==> src/design/pip_pkg.sv <==
// ----------------------------------------------------------------------------
// pip_pkg
// Shared widths, types and helpers for the ray-crossing point-in-polygon core.
// ----------------------------------------------------------------------------
package pip_pkg;

  localparam int COORD_BITS    = 16;
  localparam int DIFF_BITS     = COORD_BITS + 1;
  localparam int PROD_BITS     = 2 * DIFF_BITS;
  localparam int CROSS_BITS    = PROD_BITS + 1;
  localparam int IN_DATA_BITS  = ((4 * COORD_BITS + 7) / 8) * 8;
  localparam int POS_BITS      = 2;
  localparam int OUT_DATA_BITS = ((POS_BITS + 7) / 8) * 8;

  localparam logic [POS_BITS-1:0] POS_OUTSIDE  = 2'd0;
  localparam logic [POS_BITS-1:0] POS_INSIDE   = 2'd1;
  localparam logic [POS_BITS-1:0] POS_BOUNDARY = 2'd2;

  typedef logic signed [COORD_BITS-1:0] coord_t;
  typedef logic signed [DIFF_BITS-1:0]  diff_t;
  typedef logic signed [PROD_BITS-1:0]  prod_t;
  typedef logic signed [CROSS_BITS-1:0] cross_t;
  typedef logic [POS_BITS-1:0]          pos_t;

  // edge end points relative to the query point: A = a - q, B = b - q
  typedef struct packed {
    logic  valid;
    diff_t ax;
    diff_t ay;
    diff_t bx;
    diff_t by;
  } edge_ops_t;

  typedef struct packed {
    logic  valid;
    prod_t p_axby;
    prod_t p_aybx;
    logic  in_box;      // query within the edge's x and y bounds
    logic  y_straddle;  // half-open straddle of the ray's y
    logic  b_above;     // By > Ay
  } edge_prod_t;

  typedef struct packed {
    logic valid;
    logic first;
    logic last;
  } item_ctl_t;

  function automatic diff_t coord_sub(coord_t a, coord_t b);
    diff_t ea;
    diff_t eb;
    ea = {a[COORD_BITS-1], a};
    eb = {b[COORD_BITS-1], b};
    return ea - eb;
  endfunction

  // {on_edge, crosses_ray} for one evaluated edge
  function automatic logic [1:0] edge_verdict(edge_prod_t p);
    cross_t c;
    logic   zero;
    c    = cross_t'(p.p_axby) - cross_t'(p.p_aybx);
    zero = (c == '0);
    return {p.valid && zero && p.in_box,
            p.valid && p.y_straddle && !zero && (c[CROSS_BITS-1] == p.b_above)};
  endfunction

endpackage

==> src/design/pip_front.sv <==
// ----------------------------------------------------------------------------
// pip_front
// Input register: tracks the polygon run and forms both edges' operands.
// ----------------------------------------------------------------------------
module pip_front (
  input  logic                              clk,
  input  logic                              rst_n,
  input  logic                              accept,
  input  logic                              advance,
  input  logic [pip_pkg::IN_DATA_BITS-1:0]  in_data,
  input  logic                              in_last,
  output pip_pkg::item_ctl_t                ctl,
  output pip_pkg::edge_ops_t                edge_prev,
  output pip_pkg::edge_ops_t                edge_close
);

  localparam int CB = pip_pkg::COORD_BITS;

  pip_pkg::coord_t qx_in, qy_in, vx_in, vy_in;
  pip_pkg::coord_t qx, qy, fx, fy;
  pip_pkg::coord_t held_qx_r, held_qy_r, first_x_r, first_y_r, prev_x_r, prev_y_r;
  logic            run_r;
  pip_pkg::item_ctl_t ctl_r;
  pip_pkg::edge_ops_t e_prev_r, e_close_r;

  assign qx_in = in_data[CB-1:0];
  assign qy_in = in_data[2*CB-1:CB];
  assign vx_in = in_data[3*CB-1:2*CB];
  assign vy_in = in_data[4*CB-1:3*CB];

  // first vertex of a run brings the query point along
  assign qx = run_r ? held_qx_r : qx_in;
  assign qy = run_r ? held_qy_r : qy_in;
  assign fx = run_r ? first_x_r : vx_in;
  assign fy = run_r ? first_y_r : vy_in;

  always_ff @(posedge clk) begin
    if (!rst_n) begin
      run_r           <= 1'b0;
      ctl_r.valid     <= 1'b0;
      e_prev_r.valid  <= 1'b0;
      e_close_r.valid <= 1'b0;
      held_qx_r       <= '0;
      held_qy_r       <= '0;
      first_x_r       <= '0;
      first_y_r       <= '0;
      prev_x_r        <= '0;
      prev_y_r        <= '0;
    end else begin
      if (advance) begin
        ctl_r.valid     <= accept;
        e_prev_r.valid  <= accept && run_r;
        e_close_r.valid <= accept && in_last;
      end
      if (accept) begin
        run_r     <= !in_last;
        held_qx_r <= qx;
        held_qy_r <= qy;
        first_x_r <= fx;
        first_y_r <= fy;
        prev_x_r  <= vx_in;
        prev_y_r  <= vy_in;
      end
    end
  end

  always_ff @(posedge clk) begin
    if (accept) begin
      ctl_r.first  <= !run_r;
      ctl_r.last   <= in_last;
      e_prev_r.ax  <= pip_pkg::coord_sub(prev_x_r, qx);
      e_prev_r.ay  <= pip_pkg::coord_sub(prev_y_r, qy);
      e_prev_r.bx  <= pip_pkg::coord_sub(vx_in, qx);
      e_prev_r.by  <= pip_pkg::coord_sub(vy_in, qy);
      e_close_r.ax <= pip_pkg::coord_sub(vx_in, qx);
      e_close_r.ay <= pip_pkg::coord_sub(vy_in, qy);
      e_close_r.bx <= pip_pkg::coord_sub(fx, qx);
      e_close_r.by <= pip_pkg::coord_sub(fy, qy);
    end
  end

  assign ctl        = ctl_r;
  assign edge_prev  = e_prev_r;
  assign edge_close = e_close_r;

endmodule

==> src/design/pip_edge_eval.sv <==
// ----------------------------------------------------------------------------
// pip_edge_eval
// Cross-product terms and bound flags of one edge, registered.
// ----------------------------------------------------------------------------
module pip_edge_eval (
  input  logic                clk,
  input  logic                rst_n,
  input  logic                load,
  input  pip_pkg::edge_ops_t  ops,
  output pip_pkg::edge_prod_t prod
);

  localparam int DB = pip_pkg::DIFF_BITS;

  pip_pkg::edge_prod_t prod_r;
  logic x_in, y_in;

  // zero lies between the two relative coordinates, ends included
  assign x_in = (ops.ax[DB-1] || ops.ax == '0) != (ops.bx[DB-1] || ops.bx == '0)
                || ops.ax == '0 || ops.bx == '0;
  assign y_in = (ops.ay[DB-1] || ops.ay == '0) != (ops.by[DB-1] || ops.by == '0)
                || ops.ay == '0 || ops.by == '0;

  always_ff @(posedge clk) begin
    if (!rst_n) begin
      prod_r.valid <= 1'b0;
    end else if (load) begin
      prod_r.valid <= ops.valid;
    end
  end

  always_ff @(posedge clk) begin
    if (load) begin
      prod_r.p_axby     <= pip_pkg::PROD_BITS'(ops.ax * ops.by);
      prod_r.p_aybx     <= pip_pkg::PROD_BITS'(ops.ay * ops.bx);
      prod_r.in_box     <= x_in && y_in;
      // one end strictly above the ray, the other on or below it
      prod_r.y_straddle <= (ops.by > 0 && ops.ay <= 0) || (ops.ay > 0 && ops.by <= 0);
      prod_r.b_above    <= ops.by > ops.ay;
    end
  end

  assign prod = prod_r;

endmodule

==> src/design/pip_result.sv <==
// ----------------------------------------------------------------------------
// pip_result
// Parity / boundary accumulation and the result word register.
// ----------------------------------------------------------------------------
module pip_result (
  input  logic                               clk,
  input  logic                               rst_n,
  input  logic                               load,
  input  pip_pkg::item_ctl_t                 ctl,
  input  pip_pkg::edge_prod_t                prod_prev,
  input  pip_pkg::edge_prod_t                prod_close,
  input  logic                               out_ready,
  output logic                               out_valid,
  output logic [pip_pkg::OUT_DATA_BITS-1:0]  out_data
);

  logic [1:0]    v_prev, v_close;
  logic          parity_r, parity_nxt, hit_r, hit_nxt;
  logic          out_valid_r;
  pip_pkg::pos_t pos_r, pos_nxt;

  assign v_prev  = pip_pkg::edge_verdict(prod_prev);
  assign v_close = pip_pkg::edge_verdict(prod_close);

  assign parity_nxt = (parity_r && !ctl.first) ^ v_prev[0] ^ v_close[0];
  assign hit_nxt    = (hit_r && !ctl.first) || v_prev[1] || v_close[1];
  assign pos_nxt    = hit_nxt    ? pip_pkg::POS_BOUNDARY :
                      parity_nxt ? pip_pkg::POS_INSIDE : pip_pkg::POS_OUTSIDE;

  always_ff @(posedge clk) begin
    if (!rst_n) begin
      parity_r    <= 1'b0;
      hit_r       <= 1'b0;
      out_valid_r <= 1'b0;
    end else begin
      if (load) begin
        parity_r <= parity_nxt;
        hit_r    <= hit_nxt;
      end
      if (load && ctl.last) begin
        out_valid_r <= 1'b1;
      end else if (out_ready) begin
        out_valid_r <= 1'b0;
      end
    end
  end

  always_ff @(posedge clk) begin
    if (load && ctl.last) begin
      pos_r <= pos_nxt;
    end
  end

  assign out_valid = out_valid_r;
  assign out_data  = {{(pip_pkg::OUT_DATA_BITS - pip_pkg::POS_BITS){1'b0}}, pos_r};

endmodule

==> src/design/point_in_polygon_ray_crossing_core.sv <==
// ----------------------------------------------------------------------------
// point_in_polygon_ray_crossing_core
// Streamed ray-crossing point-in-polygon test, one vertex word per cycle unless a closing word waits on a held result.
// ----------------------------------------------------------------------------
// Path: the input reg loads on the accept edge, then the product reg, then
//   the result reg raises out_tvalid; it waits only while the result word is held.
// Throughput: 1 vertex word per cycle unless a closing word waits on a held
//   result word; both edges of a closing vertex are evaluated side by side
//   by two product units, so a closing vertex does not slow the stream.
// Reset (rst_n low, synchronous): pipeline and result emptied, run state
//   cleared so the next word starts a new polygon.
// ----------------------------------------------------------------------------
module point_in_polygon_ray_crossing_core (
  input  logic                               clk,
  input  logic                               rst_n,
  input  logic                               in_tvalid,
  output logic                               in_tready,
  // query_x [15:0], query_y [31:16], vertex_x [47:32], vertex_y [63:48]
  input  logic [pip_pkg::IN_DATA_BITS-1:0]   in_tdata,
  input  logic                               in_tlast,   // last_vertex
  output logic                               out_tvalid,
  input  logic                               out_tready,
  // position [1:0], zero padded
  output logic [pip_pkg::OUT_DATA_BITS-1:0]  out_tdata
);

  pip_pkg::item_ctl_t  s1_ctl, s2_ctl_r;
  pip_pkg::edge_ops_t  s1_prev, s1_close;
  pip_pkg::edge_prod_t s2_prev, s2_close;
  logic                accept, out_free, s2_adv, s1_adv;

  // A word in stage 2 only needs the result register if it closes a polygon;
  // inner vertices drain freely, so input keeps flowing while a result waits.
  assign out_free  = !out_tvalid || out_tready;
  assign s2_adv    = !s2_ctl_r.valid || !s2_ctl_r.last || out_free;
  assign s1_adv    = !s1_ctl.valid || s2_adv;
  assign in_tready = s1_adv;
  assign accept    = in_tvalid && in_tready;

  // stage 1: run tracking, edge operands relative to the query point
  pip_front u_front (
    .clk        (clk),
    .rst_n      (rst_n),
    .accept     (accept),
    .advance    (s1_adv),
    .in_data    (in_tdata),
    .in_last    (in_tlast),
    .ctl        (s1_ctl),
    .edge_prev  (s1_prev),
    .edge_close (s1_close)
  );

  always_ff @(posedge clk) begin
    if (!rst_n) begin
      s2_ctl_r.valid <= 1'b0;
    end else if (s2_adv) begin
      s2_ctl_r.valid <= s1_ctl.valid;
    end
  end

  always_ff @(posedge clk) begin
    if (s2_adv) begin
      s2_ctl_r.first <= s1_ctl.first;
      s2_ctl_r.last  <= s1_ctl.last;
    end
  end

  // stage 2: edge from the previous vertex, and the closing edge to the first
  pip_edge_eval u_eval_prev (
    .clk   (clk),
    .rst_n (rst_n),
    .load  (s2_adv),
    .ops   (s1_prev),
    .prod  (s2_prev)
  );

  pip_edge_eval u_eval_close (
    .clk   (clk),
    .rst_n (rst_n),
    .load  (s2_adv),
    .ops   (s1_close),
    .prod  (s2_close)
  );

  // stage 3: sign tests, parity and boundary, result word
  pip_result u_result (
    .clk        (clk),
    .rst_n      (rst_n),
    .load       (s2_ctl_r.valid && s2_adv),
    .ctl        (s2_ctl_r),
    .prod_prev  (s2_prev),
    .prod_close (s2_close),
    .out_ready  (out_tready),
    .out_valid  (out_tvalid),
    .out_data   (out_tdata)
  );

endmodule

==> config.mk <==
export PLATFORM = sky130hd
export DESIGN_NAME = point_in_polygon_ray_crossing_core
export DESIGN_NICKNAME = d
export VERILOG_FILES = /design/src/design/pip_pkg.sv /design/src/design/pip_front.sv /design/src/design/pip_edge_eval.sv /design/src/design/pip_result.sv /design/src/design/point_in_polygon_ray_crossing_core.sv
export SDC_FILE = /design/constraint.sdc
export NUM_CORES = 2
export LEC_CHECK = 0
export ABC_AREA = 1
export ABC_CLOCK_PERIOD_IN_PS = 7680
export BUFFER_PORTS_ARGS = -buffer_cell sky130_fd_sc_hd__clkbuf_2
export CAP_MARGIN = 25
export CORE_ASPECT_RATIO = 0.9
export CORE_UTILIZATION = 61
export DETAILED_ROUTE_END_ITERATION = 16
export GPL_TIMING_DRIVEN = 1
export PLACE_DENSITY = 0.8
export SETUP_SLACK_MARGIN = 0.5
export SLEW_MARGIN = 30
export SYNTH_ARGS = -nofsm -noshare
export SYNTH_HDL_FRONTEND = slang
export SYNTH_SLANG_ARGS = --single-unit
==> constraint.sdc <==
create_clock -name clk -period 7.68 [get_ports clk]
set_clock_uncertainty 0.2 [all_clocks]
set_input_delay 0 -clock clk [delete_from_list [all_inputs] [get_ports clk]]
set_output_delay 0 -clock clk [all_outputs]
set_load 0.05 [all_outputs]
==> flow_summary.json <==
{
  "drt-vias-per-instance": 5.44,
  "holdPathEnd": "u_front.held_qx_r[1]",
  "ios": 79,
  "wl_per_cell_um": 18.9,
  "synth_area_um2": 67100,
  "hold_viol_final": 0,
  "synth_edf_count": 250,
  "synthMuxAreaShare": 0.00418,
  "cp_top_family": "adder cells",
  "cp_common_cell": "fa_1",
  "htreeDepth": 2,
  "multi_input_area_um2": 47100,
  "layout.nets": 10200,
  "slew_headroom": 0.265,
  "portBuffers": 72,
  "grtUsageTotal": 0.344,
  "num_antenna_cells": 0,
  "antenna_found_initial": 4,
  "routed_wl_um": 186000,
  "placement_rows": 115,
  "die_w_um": 352,
  "fillers": 8656,
  "yosysSeqAreaShare": 0.144,
  "worstSkewPairLatency_ns": 0.61,
  "cts-root-buf": "clkbuf_16",
  "synthSimpleGateAreaFrac": 0.153,
  "clock_sinks": 356,
  "core_area_um2": 109000,
  "area_growth_syn_to_layout_pct": 6.53,
  "fin_setup_tns_ns": 0,
  "synth_xor_area_frac": 0.0328,
  "synth_compound_gate_area_share": 0.0565,
  "worst_slew_pin_slew_ns": 1.10,
  "dr.pass1.iters": 8,
  "synthDistinctLibCells": 61,
  "vias": 53800,
  "cp.buffers_inverters": 6,
  "start_util": 0.614,
  "grt-ovfl-total": 0,
  "synthFlopType": "edfxtp_1",
  "end_kind": "register",
  "cts_buffers": 42,
  "min_period_ns": 6.90,
  "gp_congestion": 0.995,
  "ff_latch_area_um2": 9630,
  "dp_cells": 9681,
  "dp_hpwl_um": 147000,
  "synth_fa_ha_area_frac": 0.456,
  "maxSlewViolCount": 0,
  "outcome": "finished clean",
  "worstPathRequired_ns": 7.83,
  "clk_pin_slew_worst_paths_ns": 0.06,
  "rr_worst_depth": 20,
  "synth_async_sr_flop_share": 0,
  "grt_pass1_wl_um": 295000,
  "final_cells": 9877,
  "die_area_um2": 111000,
  "slowest_delay_ns": 0.97,
  "clockBufferDepth": 3,
  "synth.avg_cell_area_um2": 8.01,
  "tritoncts": "yes",
  "hold_class": "primary input to register",
  "holdCritStartpoint": "in_tdata[1]",
  "yosysWarningCount": 0,
  "ys_seq_elements": 356,
  "synthCells": 8368,
  "rrSetupSlack_ns": 0.78,
  "cap_violations": 0,
  "r2r-start": "u_front.edge_prev[29]",
  "crit_chain": "buf_4, nand2_1, inv_1, fa_1, inv_1, fa_1, fa_1, fa_1, fa_1, fa_1, inv_1, ha_1, inv_1, nor3_1, inv_1, nor2_1, a2111oi_0, o31ai_1, a41oi_1, xnor2_1",
  "drc": 0,
  "rsz0062_at_grt": "false",
  "setup_viol": 0,
  "synth_top_family_by_area": "adder cells",
  "grt_pass1_vias": 55400,
  "cp.arrival_ns": 7.05,
  "hold_depth": 5,
  "cp_slowest_cell": "edfxtp_1",
  "rr_endpoint": "u_eval_prev.prod[36]",
  "crit_type": "register to register",
  "max_freq_ghz": 0.145,
  "path_max_fanout": 19,
  "drive_gt1_frac": 0.0393,
  "grt_start_max_net_pins": 105,
  "post-route-period-util": 0.898,
  "final_core_util": 0.654,
  "drtAntennaViolNets": 0,
  "die_y_um": 317,
  "start_kind": "register",
  "drt_first_iter_violations": 4682
}
[timing repair]
action / 4_1_cts / 5_1_grt
setup endpoints to repair: 0 / 5
hold buffers: 100 / 0
gates resized for setup: 0 / 1
setup buffers: 0 / 10
endpoints found under the hold margin: 161 / 0
[logic make-up (layout without fill, tap and decap cells)]
family | after synthesis | count (layout)
buffers and inverters | 2749 | 2791
AOI/OAI and AO/OA | 662 | 662
adders and majority gates | 1728 | 1728
and+or+nand+nor | 2593 | 2593
xor gates and xnor gates | 251 | 251
other | 1 | 6
DFF | 356 | 356
muxes | 28 | 28
[area by class of cell]
type | instances | share of cell area
Clock buffer | 55 | 0.0170
Inverter | 2433 | 0.128
Tap cell | 1462 | 0.0256
Clock inverter | 22 | 0.00287
Sequential cell | 356 | 0.135
Timing Repair Buffer | 281 | 0.0323
Multi-Input combinational cell | 5268 | 0.659
[worst min-delay path, delay by kind of cell]
kind / cells / cell delay (ns)
compound gates: 3 / 0.45
buf+inv: 2 / 0.36
[cell usage in the layout (no fill, tap or decap), types with 11 or more instances in the layout]
| master | count |
|---|---|
| inv_1 | 2423 |
| nand2_1 | 1966 |
| fa_1 | 1189 |
| ha_1 | 538 |
| nor2_1 | 349 |
| a21oi_1 | 304 |
| edfxtp_1 | 250 |
| o21ai_0 | 179 |
| xor2_1 | 152 |
| nand3_1 | 119 |
| dfxtp_1 | 105 |
| dlygate4sd3_1 | 100 |
| xnor2_1 | 99 |
| buf_4 | 92 |
| clkbuf_2 | 72 |
| nand4_1 | 46 |
| clkbuf_16 | 46 |
| nor3_1 | 38 |
| a211oi_1 | 37 |
| o21ai_1 | 28 |
| mux2i_1 | 28 |
| nor4_1 | 21 |
| nand2_2 | 18 |
| o21ai_2 | 15 |
| a21oi_2 | 11 |
| o21bai_1 | 11 |
[state kept, by name, indices dropped and copies added (netlist names)]
| register | count |
|---|---|
| u_eval_prev.prod | 72 |
| u_result.out_valid | 1 |
| u_front.first_y_r | 16 |
| u_front.held_qy_r | 16 |
| u_eval_close.prod | 72 |
| u_front.prev_x_r | 16 |
| u_front.ctl | 3 |
| u_front.prev_y_r | 16 |
| u_front.run_r | 1 |
| u_front.held_qx_r | 16 |
| u_result.pos_r | 2 |
| s2_ctl_r | 3 |
| u_front.edge_close | 35 |
| u_result.parity_r | 1 |
| u_front.first_x_r | 16 |
| u_result.hit_r | 1 |
| u_front.edge_prev | 69 |
[synth_stat cells, types with 37 or more instances]
cell / count / area, um^2
xor2_1: 152 / 1330
dfxtp_1: 106 / 2120
inv_1: 2425 / 9100
xnor2_1: 99 / 867
ha_1: 538 / 6730
a21oi_1: 304 / 1520
nand4_1: 46 / 288
fa_1: 1190 / 23800
nand3_1: 119 / 596
a211oi_1: 37 / 278
nor2_1: 349 / 1310
nand2_1: 1967 / 7380
clkbuf_1: 274 / 1030
o21ai_0: 179 / 896
edfxtp_1: 250 / 7510
nor3_1: 38 / 190
[metal layers]
layer	GRT usage	wire [um]	vias up
met5	0	13	-
met4	0.162	10100	2
met3	0.0690	18900	556
met2	0.550	85200	2700
met1	0.451	72000	26100
li1	-	-	24400
[through the flow]
stage                     area (um^2)  hold WS [ns]  worst slack (ns)
after global routing            71400        0.0961             0.505
final                           71400        0.0670             0.780
after CTS                       71300       0.00965             0.701
after global placement          68800     -0.000306             0.818
after detailed placement        68800       0.00844             0.688
after floorplan                 67100        -0.101             0.815
[worst max path at each step]
stage | start | endpoint | cells after the start
floorplan | u_result.out_valid | u_front.ctl[0] | 10
global placement | u_front.edge_prev[28] | u_eval_prev.prod[36] | 20
detailed placement | u_front.edge_prev[28] | u_eval_prev.prod[36] | 20
CTS | u_front.edge_prev[28] | u_eval_prev.prod[36] | 20
global route | u_front.edge_prev[29] | u_eval_prev.prod[36] | 20
finish | u_front.edge_prev[29] | u_eval_prev.prod[36] | 20
Power is left out: the tool's default activity adds up to more than one toggle a clock period on the data nets, which glitch-free logic cannot reach.
